File: config.mk
export PLATFORM = sky130hd
export DESIGN_NAME = led_matrix_command_parser
export DESIGN_NICKNAME = d
export VERILOG_FILES = /design/src/hdl/lmcp_pkg.sv /design/src/hdl/led_matrix_command_parser.sv /design/src/hdl/lmcp_front.sv /design/src/hdl/lmcp_queue.sv /design/src/hdl/lmcp_back.sv
export SDC_FILE = /design/constraint.sdc
export NUM_CORES = 1
export LEC_CHECK = 0
export ABC_CLOCK_PERIOD_IN_PS = 5900
export BUFFER_PORTS_ARGS = -buffer_cell sky130_fd_sc_hd__clkbuf_2
export CORE_MARGIN = 5
export CORE_UTILIZATION = 50
export CTS_BUF_LIST = sky130_fd_sc_hd__clkbuf_2 sky130_fd_sc_hd__clkbuf_4 sky130_fd_sc_hd__clkbuf_8
export CTS_CLUSTER_SIZE = 25
export DETAILED_ROUTE_END_ITERATION = 16
export PLACE_DENSITY = 0.77
export SLEW_MARGIN = 25
export SYNTH_ARGS = -nofsm -noshare
export SYNTH_HDL_FRONTEND = slang
export SYNTH_SLANG_ARGS = --single-unit
File: constraint.sdc
create_clock -name clk_i -period 5.9 [get_ports clk_i]
set_clock_uncertainty 0.1 [all_clocks]
set_input_delay 1.18 -clock clk_i [delete_from_list [all_inputs] [get_ports clk_i]]
set_output_delay 1.18 -clock clk_i [all_outputs]
set_load 0.005 [all_outputs]
File: src/hdl/lmcp_pkg.sv
// Shared types and constants for the LED matrix command parser.
// No dependencies; every other file in the block imports this package.
`default_nettype none

package lmcp_pkg;

  localparam int unsigned RowsDef    = 8;
  localparam int unsigned ColumnsDef = 16;
  localparam int unsigned ByteW      = 8;
  localparam int unsigned ColW       = 4;
  localparam int unsigned RgbW       = 3;
  localparam int unsigned QDepth     = 2;

  localparam logic [ByteW-1:0] CmdReadback = 8'h5A;  // 'Z'
  localparam logic [ByteW-1:0] CmdColLo    = 8'h40;  // '@'
  localparam logic [ByteW-1:0] CmdColHi    = 8'h4F;  // 'O'
  localparam logic [ByteW-1:0] CmdClear    = 8'h00;

  typedef enum logic [1:0] {
    PH_CMD,
    PH_RED,
    PH_GREEN,
    PH_BLUE
  } phase_e;

  typedef enum logic [1:0] {
    OP_WRITE,
    OP_CLEAR,
    OP_READBACK
  } op_e;

  typedef enum logic [1:0] {
    BK_IDLE,
    BK_READ,
    BK_EMIT
  } back_state_e;

  typedef struct packed {
    op_e              op;
    logic [ColW-1:0]  column;
    logic [ByteW-1:0] red;
    logic [ByteW-1:0] green;
    logic [ByteW-1:0] blue;
  } cmd_t;

endpackage

`default_nettype wire

File: src/hdl/led_matrix_command_parser.sv
// LED matrix command parser top level: parser, command queue and frame store unit.
// Depends on lmcp_pkg, lmcp_front, lmcp_queue and lmcp_back.
//
// Usage:
//   Slave side (s_axis_*) takes one received byte per request. Byte 0x40..0x4F selects a
//   column; the next three bytes are its red, green and blue bytes (bit 7 lands in row 0).
//   Byte 0x00 clears the frame store, 'Z' reads back the row-0 pixels; other commands drop.
//   Master side (m_axis_*) returns one request per pixel on a readback, columns 0 upward,
//   with tlast on the final pixel.
// Timing:
//   The parser takes one byte per cycle while the two-entry command queue has room.
//   Column writes and clears are done by the frame store unit as it pops them. A readback
//   handles each pixel as a registered memory read, then an output register load, and
//   pops the 'Z' command from the queue as it starts.
//   The first pixel passes through the queue, the memory read register and the output register.
// Reset:
//   Asynchronous, active low. Clears the parser phase, the queue and all column valid
//   bits at once, so every LED reads as off without a clearing pass.
// Stall:
//   When m_axis_tready is low the pixel holds in the output register and the readback
//   waits; bytes keep arriving until the queue fills, then s_axis_tready drops.
`default_nettype none

module led_matrix_command_parser #(
  parameter int unsigned Rows    = lmcp_pkg::RowsDef,
  parameter int unsigned Columns = lmcp_pkg::ColumnsDef
) (
  input  wire                          clk_i,
  input  wire                          rst_ni,
  input  wire                          s_axis_tvalid,
  output logic                         s_axis_tready,
  input  wire  [lmcp_pkg::ByteW-1:0]   s_axis_tdata,   // [7:0] in_byte
  output logic                         m_axis_tvalid,
  input  wire                          m_axis_tready,
  output logic [lmcp_pkg::ByteW-1:0]   m_axis_tdata,   // [2:0] pixel_rgb, [6:3] pixel_column
  output logic                         m_axis_tlast    // last_pixel
);
  import lmcp_pkg::*;

  // Parser to queue
  logic push;
  cmd_t push_cmd;
  logic full;

  // Queue to frame store unit
  logic pop;
  cmd_t head_cmd;
  logic empty;

  lmcp_front #(
    .Columns(Columns)
  ) u_front (
    .clk_i        (clk_i),
    .rst_ni       (rst_ni),
    .s_axis_tvalid(s_axis_tvalid),
    .s_axis_tready(s_axis_tready),
    .s_axis_tdata (s_axis_tdata),
    .push_o       (push),
    .cmd_o        (push_cmd),
    .full_i       (full)
  );

  // Hold commands here so parsing continues while a readback waits on the receiver
  lmcp_queue u_queue (
    .clk_i  (clk_i),
    .rst_ni (rst_ni),
    .push_i (push),
    .data_i (push_cmd),
    .full_o (full),
    .pop_i  (pop),
    .data_o (head_cmd),
    .empty_o(empty)
  );

  lmcp_back #(
    .Rows   (Rows),
    .Columns(Columns)
  ) u_back (
    .clk_i        (clk_i),
    .rst_ni       (rst_ni),
    .cmd_i        (head_cmd),
    .empty_i      (empty),
    .pop_o        (pop),
    .m_axis_tvalid(m_axis_tvalid),
    .m_axis_tready(m_axis_tready),
    .m_axis_tdata (m_axis_tdata),
    .m_axis_tlast (m_axis_tlast)
  );

endmodule

`default_nettype wire

File: src/hdl/lmcp_front.sv
// Byte parser: tracks the command phase and turns complete commands into queue entries.
// Depends on lmcp_pkg.
`default_nettype none

module lmcp_front #(
  parameter int unsigned Columns = lmcp_pkg::ColumnsDef
) (
  input  wire                            clk_i,
  input  wire                            rst_ni,
  input  wire                            s_axis_tvalid,
  output logic                           s_axis_tready,
  input  wire  [lmcp_pkg::ByteW-1:0]     s_axis_tdata,   // [7:0] in_byte
  output logic                           push_o,
  output lmcp_pkg::cmd_t                 cmd_o,
  input  wire                            full_i
);
  import lmcp_pkg::*;

  phase_e           phase_q, phase_d;
  logic [ColW-1:0]  target_q;
  logic [ByteW-1:0] red_q;
  logic [ByteW-1:0] green_q;
  logic             accept;
  logic             col_in_range;

  assign s_axis_tready = !full_i;
  assign accept        = s_axis_tvalid && s_axis_tready;
  assign col_in_range  = {1'b0, target_q} < (ColW + 1)'(Columns);

  // Next phase
  always_comb begin
    phase_d = phase_q;
    if (accept) begin
      unique case (phase_q)
        PH_CMD: begin
          if (s_axis_tdata inside {[CmdColLo:CmdColHi]}) phase_d = PH_RED;
        end
        PH_RED:   phase_d = PH_GREEN;
        PH_GREEN: phase_d = PH_BLUE;
        PH_BLUE:  phase_d = PH_CMD;
        default:  phase_d = PH_CMD;
      endcase
    end
  end

  // Queue entry
  always_comb begin
    push_o        = 1'b0;
    cmd_o.op      = OP_WRITE;
    cmd_o.column  = target_q;
    cmd_o.red     = red_q;
    cmd_o.green   = green_q;
    cmd_o.blue    = s_axis_tdata;
    if (accept) begin
      unique case (phase_q)
        PH_CMD: begin
          if (s_axis_tdata == CmdReadback) begin
            push_o   = 1'b1;
            cmd_o.op = OP_READBACK;
          end else if (s_axis_tdata == CmdClear) begin
            push_o   = 1'b1;
            cmd_o.op = OP_CLEAR;
          end
        end
        PH_BLUE: push_o = col_in_range;
        default: push_o = 1'b0;
      endcase
    end
  end

  always_ff @(posedge clk_i or negedge rst_ni) begin
    if (!rst_ni) begin
      phase_q <= PH_CMD;
    end else begin
      phase_q <= phase_d;
    end
  end

  always_ff @(posedge clk_i) begin
    if (accept) begin
      if (phase_q == PH_CMD) target_q <= s_axis_tdata[ColW-1:0];
      if (phase_q == PH_RED) red_q <= s_axis_tdata;
      if (phase_q == PH_GREEN) green_q <= s_axis_tdata;
    end
  end

endmodule

`default_nettype wire

File: src/hdl/lmcp_queue.sv
// Short command queue between the parser and the frame store unit.
// Depends on lmcp_pkg.
`default_nettype none

module lmcp_queue (
  input  wire             clk_i,
  input  wire             rst_ni,
  input  wire             push_i,
  input  lmcp_pkg::cmd_t  data_i,
  output logic            full_o,
  input  wire             pop_i,
  output lmcp_pkg::cmd_t  data_o,
  output logic            empty_o
);
  import lmcp_pkg::*;

  localparam int unsigned PtrW = (QDepth > 1) ? $clog2(QDepth) : 1;
  localparam int unsigned CntW = $clog2(QDepth + 1);

  cmd_t            slots_q [QDepth];
  logic [PtrW-1:0] wr_ptr_q, wr_ptr_d;
  logic [PtrW-1:0] rd_ptr_q, rd_ptr_d;
  logic [CntW-1:0] count_q, count_d;
  logic            do_push;
  logic            do_pop;

  assign full_o  = count_q == CntW'(QDepth);
  assign empty_o = count_q == '0;
  assign do_push = push_i && !full_o;
  assign do_pop  = pop_i && !empty_o;
  assign data_o  = slots_q[rd_ptr_q];

  always_comb begin
    wr_ptr_d = wr_ptr_q;
    rd_ptr_d = rd_ptr_q;
    count_d  = count_q;
    if (do_push) begin
      wr_ptr_d = (wr_ptr_q == PtrW'(QDepth - 1)) ? '0 : wr_ptr_q + 1'b1;
    end
    if (do_pop) begin
      rd_ptr_d = (rd_ptr_q == PtrW'(QDepth - 1)) ? '0 : rd_ptr_q + 1'b1;
    end
    if (do_push && !do_pop) count_d = count_q + 1'b1;
    else if (do_pop && !do_push) count_d = count_q - 1'b1;
  end

  always_ff @(posedge clk_i or negedge rst_ni) begin
    if (!rst_ni) begin
      wr_ptr_q <= '0;
      rd_ptr_q <= '0;
      count_q  <= '0;
    end else begin
      wr_ptr_q <= wr_ptr_d;
      rd_ptr_q <= rd_ptr_d;
      count_q  <= count_d;
    end
  end

  always_ff @(posedge clk_i) begin
    if (do_push) slots_q[wr_ptr_q] <= data_i;
  end

  assert property (@(posedge clk_i) disable iff (!rst_ni) !(push_i && full_o))
    else $error("queue push while full");

endmodule

`default_nettype wire

File: src/hdl/lmcp_back.sv
// Frame store unit: column memory with per-column valid bits, clear and row-0 readback.
// Depends on lmcp_pkg.
`default_nettype none

module lmcp_back #(
  parameter int unsigned Rows    = lmcp_pkg::RowsDef,
  parameter int unsigned Columns = lmcp_pkg::ColumnsDef
) (
  input  wire                          clk_i,
  input  wire                          rst_ni,
  input  lmcp_pkg::cmd_t               cmd_i,
  input  wire                          empty_i,
  output logic                         pop_o,
  output logic                         m_axis_tvalid,
  input  wire                          m_axis_tready,
  output logic [lmcp_pkg::ByteW-1:0]   m_axis_tdata,   // [2:0] pixel_rgb, [6:3] pixel_column
  output logic                         m_axis_tlast    // last_pixel
);
  import lmcp_pkg::*;

  localparam int unsigned AddrW  = (Columns > 1) ? $clog2(Columns) : 1;
  localparam int unsigned EntryW = Rows * RgbW;

  back_state_e         state_q, state_d;
  logic [AddrW-1:0]    col_q, col_d;
  logic [EntryW-1:0]   mem [Columns];
  logic [Columns-1:0]  valid_q;
  logic [EntryW-1:0]   rd_data_q;
  logic                rd_valid_q;
  logic [EntryW-1:0]   wr_data;
  logic                mem_we;
  logic                clr;
  logic                rd_en;
  logic                load;
  logic                out_free;
  logic                col_last;
  logic                out_valid_q;
  logic [RgbW-1:0]     out_rgb_q;
  logic [ColW-1:0]     out_col_q;
  logic                out_last_q;

  assign out_free = !out_valid_q || m_axis_tready;
  assign col_last = col_q == AddrW'(Columns - 1);

  // Row r of the column takes bit (7 - r) of each colour byte
  always_comb begin
    for (int r = 0; r < Rows; r++) begin
      wr_data[r*RgbW +: RgbW] = {cmd_i.red[ByteW-1-r], cmd_i.green[ByteW-1-r],
                                 cmd_i.blue[ByteW-1-r]};
    end
  end

  // Next state
  always_comb begin
    state_d = state_q;
    col_d   = col_q;
    unique case (state_q)
      BK_IDLE: begin
        if (!empty_i && cmd_i.op == OP_READBACK) begin
          state_d = BK_READ;
          col_d   = '0;
        end
      end
      BK_READ: state_d = BK_EMIT;
      BK_EMIT: begin
        if (out_free) begin
          state_d = col_last ? BK_IDLE : BK_READ;
          col_d   = col_q + 1'b1;
        end
      end
      default: state_d = BK_IDLE;
    endcase
  end

  // Control outputs
  always_comb begin
    pop_o  = 1'b0;
    mem_we = 1'b0;
    clr    = 1'b0;
    rd_en  = 1'b0;
    load   = 1'b0;
    unique case (state_q)
      BK_IDLE: begin
        pop_o  = !empty_i;
        mem_we = !empty_i && cmd_i.op == OP_WRITE;
        clr    = !empty_i && cmd_i.op == OP_CLEAR;
      end
      BK_READ: rd_en = 1'b1;
      BK_EMIT: load  = out_free;
      default: pop_o = 1'b0;
    endcase
  end

  always_ff @(posedge clk_i or negedge rst_ni) begin
    if (!rst_ni) begin
      state_q     <= BK_IDLE;
      col_q       <= '0;
      valid_q     <= '0;
      out_valid_q <= 1'b0;
    end else begin
      state_q <= state_d;
      col_q   <= col_d;
      if (clr) valid_q <= '0;
      else if (mem_we) valid_q[cmd_i.column[AddrW-1:0]] <= 1'b1;
      if (load) out_valid_q <= 1'b1;
      else if (m_axis_tready) out_valid_q <= 1'b0;
    end
  end

  always_ff @(posedge clk_i) begin
    if (mem_we) mem[cmd_i.column[AddrW-1:0]] <= wr_data;
  end

  always_ff @(posedge clk_i) begin
    if (rd_en) begin
      rd_data_q  <= mem[col_q];
      rd_valid_q <= valid_q[col_q];
    end
  end

  always_ff @(posedge clk_i) begin
    if (load) begin
      out_rgb_q  <= rd_valid_q ? rd_data_q[RgbW-1:0] : '0;
      out_col_q  <= ColW'(col_q);
      out_last_q <= col_last;
    end
  end

  assign m_axis_tvalid = out_valid_q;
  assign m_axis_tdata  = {{(ByteW - RgbW - ColW){1'b0}}, out_col_q, out_rgb_q};
  assign m_axis_tlast  = out_last_q;

  assert property (@(posedge clk_i) disable iff (!rst_ni) pop_o |-> state_q == BK_IDLE)
    else $error("queue popped during readback");

  assert property (@(posedge clk_i) disable iff (!rst_ni) state_q == BK_READ |=> state_q == BK_EMIT)
    else $error("read not followed by emit");

  assert property (@(posedge clk_i) disable iff (!rst_ni) (load && col_last) |=> state_q == BK_IDLE)
    else $error("readback did not end after last column");

  assert property (@(posedge clk_i) disable iff (!rst_ni) clr |=> valid_q == '0)
    else $error("clear left valid columns");

endmodule

`default_nettype wire
---- Yosys cells after proc, flatten, opt, wreduce, memory -nomap -nowiden ----
Memory sizes are Yosys's and may differ from the RTL's. A register that Yosys moved wholly into a read port is not among the register bits.
Cells that the tools add are included.
Widths: inputs -> output; s select.
word-level totals
  flip-flop bits (word level) ............. 58
  bits in writable memories ............... 444
  input port bits ......................... 12
  output and inout port bits .............. 11
  word-level logic and storage cells ...... 110
  memories ................................ 2
memories
  memory           depth  bits a word  read ports  clocked after memory_dff  wr ports  RTL line          RTL
  u_back.mem       16     24           1           1                         1         lmcp_back.sv:26   logic [EntryW-1:0] mem [Columns];
  u_queue.slots_q  2      30           1           0                         1         lmcp_queue.sv:20  cmd_t slots_q [QDepth];
operators by class
  add/subtract/negate cells ............... 5
  magnitude comparators ................... 5
  eq/ne operators ......................... 13
  multiplexer cells ....................... 38
  bitwise logic cells ..................... 1
  reduce and logical (&&, ||, !) cells .... 31
operators with widths
  operator             number
  $mux 16              2
  $mux 1               20
  $mux 2               8
  $or 16x16->16        1
  $eq 2x2->1 const B   5
  $logic_and 1x1->1    10
  $lt 4x5->1 const B   2
  $reduce_and 2->1     5
  $eq 8x7->1 const B   1
  $ge 8x7->1 const B   1
  $le 8x7->1 const B   1
  $logic_not 2->1      4
  $logic_not 8->1      1
  $mux 4               2
  $pmux 2 s4           1
  $pmux 4 s2           1
  $reduce_bool 2->1    4
  $eq 2x1->1 const B   3
  $ne 2x1->1 const B   3
  $pmux 2 s3           1
  $logic_not 1->1      5
  $add 4x1->4 const B  1
  $bmux 1 s4           1
  $demux 1 s4          1
  other kinds (8)      9

---- Depth between registers and ports, before layout ----
  depth after elaboration ................. 10
  gate-level depth with buffers ........... 8
  mapped depth without buffers ............ 8

---- Cells and area by module ----
A second synthesis with hierarchy kept.
second synthesis, totals
  cell total of the unflattened synthesis .. 370
  area, all modules ....................... 6844.1 um^2
by module, submodules not included
  module      instances  cells an instance  area each (um^2)  seq. area each (um^2)
  lmcp_back   1          202                3460.8            2377.3
  lmcp_queue  1          112                2481.1            1901.8
  lmcp_front  1          56                 902.1             650.6

---- Worst setup path before layout ----
No wires, ideal clock.
  path kind ............................... input to register
  start point ............................. in s_axis_tdata[0] (netlist bit)
  end point ............................... mem u_queue.slots_q[0][15] (netlist bit) (enable)
  setup time .............................. 0.375 ns
  arrival ................................. 2.501 ns
  data required time ...................... 5.425 ns
  path slack .............................. 2.923 ns
  stages .................................. 4
  buffers on the path ..................... 0
  cell sequence ........................... nor4_1 > o211ai_1 > a211oi_2 > nor2b_1
between the ends
  longest elaborated chain between the ends .. 8
  elaborated cells on any way between the ends .. 9
  those cells by class .................... eq/ne: 1; mux: 6; reduce/logical: 2
ends and longest elaborated chain
  element                         RTL line                         RTL
  from (decl)                     led_matrix_command_parser.sv:32  input wire [lmcp_pkg::ByteW-1:0] s_axis_tdata,
  $logic_not 8->1                 lmcp_front.sv:60                 end else if (s_axis_tdata == CmdClear) begin
  $mux 1                          lmcp_front.sv:60
  $mux 1 *                        lmcp_front.sv:57                 if (s_axis_tdata == CmdReadback) begin
  $pmux 1 s2 *                    lmcp_front.sv:55                 unique case (phase_q)
  $mux 1 *                        lmcp_front.sv:54                 if (accept) begin
  $logic_and 1x1->1 *             lmcp_queue.sv:29                 assign do_push = push_i && !full_o;
  named net u_queue.do_push       lmcp_queue.sv:24                 logic do_push;
  $mux 1 *                        lmcp_queue.sv:60                 if (do_push) slots_q[wr_ptr_q] <= data_i;
  $mux 1 (not written as such) *  lmcp_queue.sv:60
  to (decl)                       lmcp_queue.sv:20
The timed path passes the listed nets; every way through them passes the cells marked *.

---- Worst setup path in the final report ----
  start point ............................. in s_axis_tdata[0] (netlist bit)
  end point ............................... mem u_queue.slots_q[0][28] (netlist bit) (enable)
Same word-level chain as after synthesis.

==> metrics.txt <==
run status=complete, no violations; Clk Latency, worst-skew pair=420 ps; max-slew violations=0; area grow syn2layout=13.3%; layout cell share with drive strength beyond 1=23.4%; Longest Clk Path Bufs=2; Synth async-reset ratio=25.7%; Multi-input gate area=1390 um^2; Routed WL=7950 um; Hold Vio Cnt, Final=0; minimum clock period=2960 ps; Fmax=337 MHz; Data arrival, critical path=2910 ps; Fin Setup TNS=0 ps; post-synth cell types=47; P per Cell Area=484 nW/um^2; Synth Net Count=309; total CTS buffers=17; type of the most critical hold path=reg -> reg; first-pass GRT wire length=13400 um; vias per cell=5.51; met2 usage in global routing=25.7%; EDFF count, synth=84; Total Routing Usage GR=15.5%; PostCTS Resize Cnt=0; crit path max fanout=9; Required @ worst endpoint=5850 ps; H-tree depth=4; # fillers=707; root buffer cell=clkbuf_8; DRC Markers=0; Row Count=35; Max VDD drop=0.000228 V; slew at the pin closest to its max-slew limit=896 ps; post-synthesis cell count=291; vias in the first global route=2669; Post-DRT Antenna Nets=0; nets=338; clk slew on worst S/H paths=70 ps; die width=107 um; Remaining Overflow, GRT=0; P_leak=1.97 nW; DP Wirelength=5540 um; DR WL/cell=17.2 um; CTS tree=built; Crit Path Class=in -> reg; top cell type's share of synthesized area=53.4%; drt initial violations=119; height of the die=107 um; clk sinks=113; Port Buffers=21; fin util=58.0%; Starting Density=51.2%; Pre-antenna DRT Iters=5; Synth Flop Type=edfxtp_1; antenna diode count=0; Setup crit start kind=input port; num ports=23; met3 Resource Use GR=5.78%; antenna violations before repair=0; setup bufs post-CTS=0; DIE AREA=11500 um^2; Synth Cell Area=4730 um^2; final setup fails=0; sequential area share after synthesis=68.7%; Avg Synthesized Cell Area=16.2 um^2; dominant cell by count in the synthesized netlist=edfxtp_1; GP Congestion=0.773; hold_buf cts=0; period utilization=50.2%; largest net degree at the start of global routing=30; core area=9240 um^2; Synth area leaders=edfxtp_1 (53%), dfrtp_1 (15%), mux2i_1 (3.8%); Vias=2546; met1 GRT Util=18.4%; max_cap viols=0; Slew headroom=40.1%; top cells by count, synth=edfxtp_1 (84), dfrtp_1 (29), mux2i_1 (18); CP endpoint kind=flip-flop; cell taking the most area after synthesis=edfxtp_1; storage element area=3250 um^2; RSZ-0062 raised after global routing=false; gr busiest metal=met2; Yosys reg bits=113; synth warn=0
[cell families after synthesis]
| family | Yosys count | share of synthesized area, % |
|---|---|---|
| xor+xnor | 6 | 1.11 |
| flops | 113 | 68.7 |
| other cells | 1 | 0.0793 |
| simple gates | 66 | 9.37 |
| fa+ha+maj | 6 | 1.59 |
| mux | 35 | 9.90 |
| compound gates | 46 | 7.25 |
| buf+inv | 18 | 1.98 |
[critical path, stage by stage]
cell and delay (ps):
clkbuf_2 90, nor4_1 410, o211ai_1 190, a211oi_2 360, nor2b_1 670
[per-stage QoR]
stage / setup slack [ps] / area [um^2] / std cells / total power [W] / hold slack [ps]
2_1_floorplan: 2920 / 4730 / 291 / 0.00170 / 321
3_3_place_gp: 2600 / 4930 / 430 / 0.00183 / 339
3_5_place_dp: 2490 / 4930 / 430 / 0.00186 / 335
4_1_cts: 2930 / 5360 / 462 / 0.00262 / 353
5_1_grt: 2710 / 5360 / 462 / 0.00274 / 367
6_report: 2940 / 5360 / 462 / 0.00260 / 348
[sequential cells by signal (all words and copies together) (netlist names)]
register              cells
u_back.rd_data_q          3
u_back.mem               48
u_front.target_q          4
u_front.red_q             1
u_queue.rd_ptr_q          1
u_back.valid_q           16
u_back.m_axis_tlast       1
u_back.rd_valid_q         1
u_front.green_q           1
u_queue.slots_q          18
u_queue.wr_ptr_q          1
u_front.phase_q           2
u_back.out_rgb_q          3
u_back.col_q              4
u_queue.count_q           2
u_back.state_q            2
u_back.m_axis_tvalid      1
u_back.out_col_q          4
[metal layers]
layer | part of all wire [%] | vias up
met1 | 43 | 1254
met2 | 50 | 66
li1 | - | 1214
met5 | 0 | -
met3 | 4.7 | 12
met4 | 1.9 | 0
[report_power, final]
part	leakage [nW]	internal (W)	switching [W]
Sequential	1.14	0.00106	0.000110
Clock	0.201	0.000446	0.000310
Combinational	0.626	0.000294	0.000372
Total	1.97	0.00180	0.000792
[layout by cell type, fill, tap and decap left out, types with 2 or more instances in the layout]
cell type and instances:
clkinvlp_4 5, nor4_1 8, dfrtp_1 29, o21a_1 17, and2_1 6, and4_1 3, nor3_1 8, nand2b_1 3
o21ai_0 7, mux2i_1 18, mux4_2 8, nor2_1 5, a22oi_1 4, bufinv_16 3, nor2b_1 4, a21oi_1 2
edfxtp_1 84, clkbuf_2 21, nand2_1 9, and3b_1 2, clkbuf_8 19, ha_1 6, nor3b_1 5, a221oi_1 8
clkinv_4 2, nor4_2 3, xnor2_1 3, inv_1 6, mux2_2 7, xor2_1 3, and3_1 4
[area by class of cell]
class                   count  share of cell area (%)
flip-flops and latches    113                    60.6
multi-input cells         160                    25.9
clock buffers              20                    5.02
well taps                 129                    3.01
clock inverters            12                    2.97
repair buffers             22                    2.10
inverters                   6                   0.420
[path summary, 6_finish.rpt]
kind                                           from  cells after the start                      to  slack [ps]
worst max register to register     u_queue.rd_ptr_q                      3       u_back.mem[13][0]        3120
worst min-delay path            u_front.target_q[3]                      0  u_queue.slots_q[0][27]         350
worst max-delay path                s_axis_tdata[0]                      5  u_queue.slots_q[0][28]        2940
max in group asynchronous                    rst_ni                      1       u_back.valid_q[3]        4490
worst min register to register  u_front.target_q[3]                      0  u_queue.slots_q[0][27]         350
min in group asynchronous                    rst_ni                      1      u_queue.count_q[1]         730
Power figures use the tool's default switching activity.
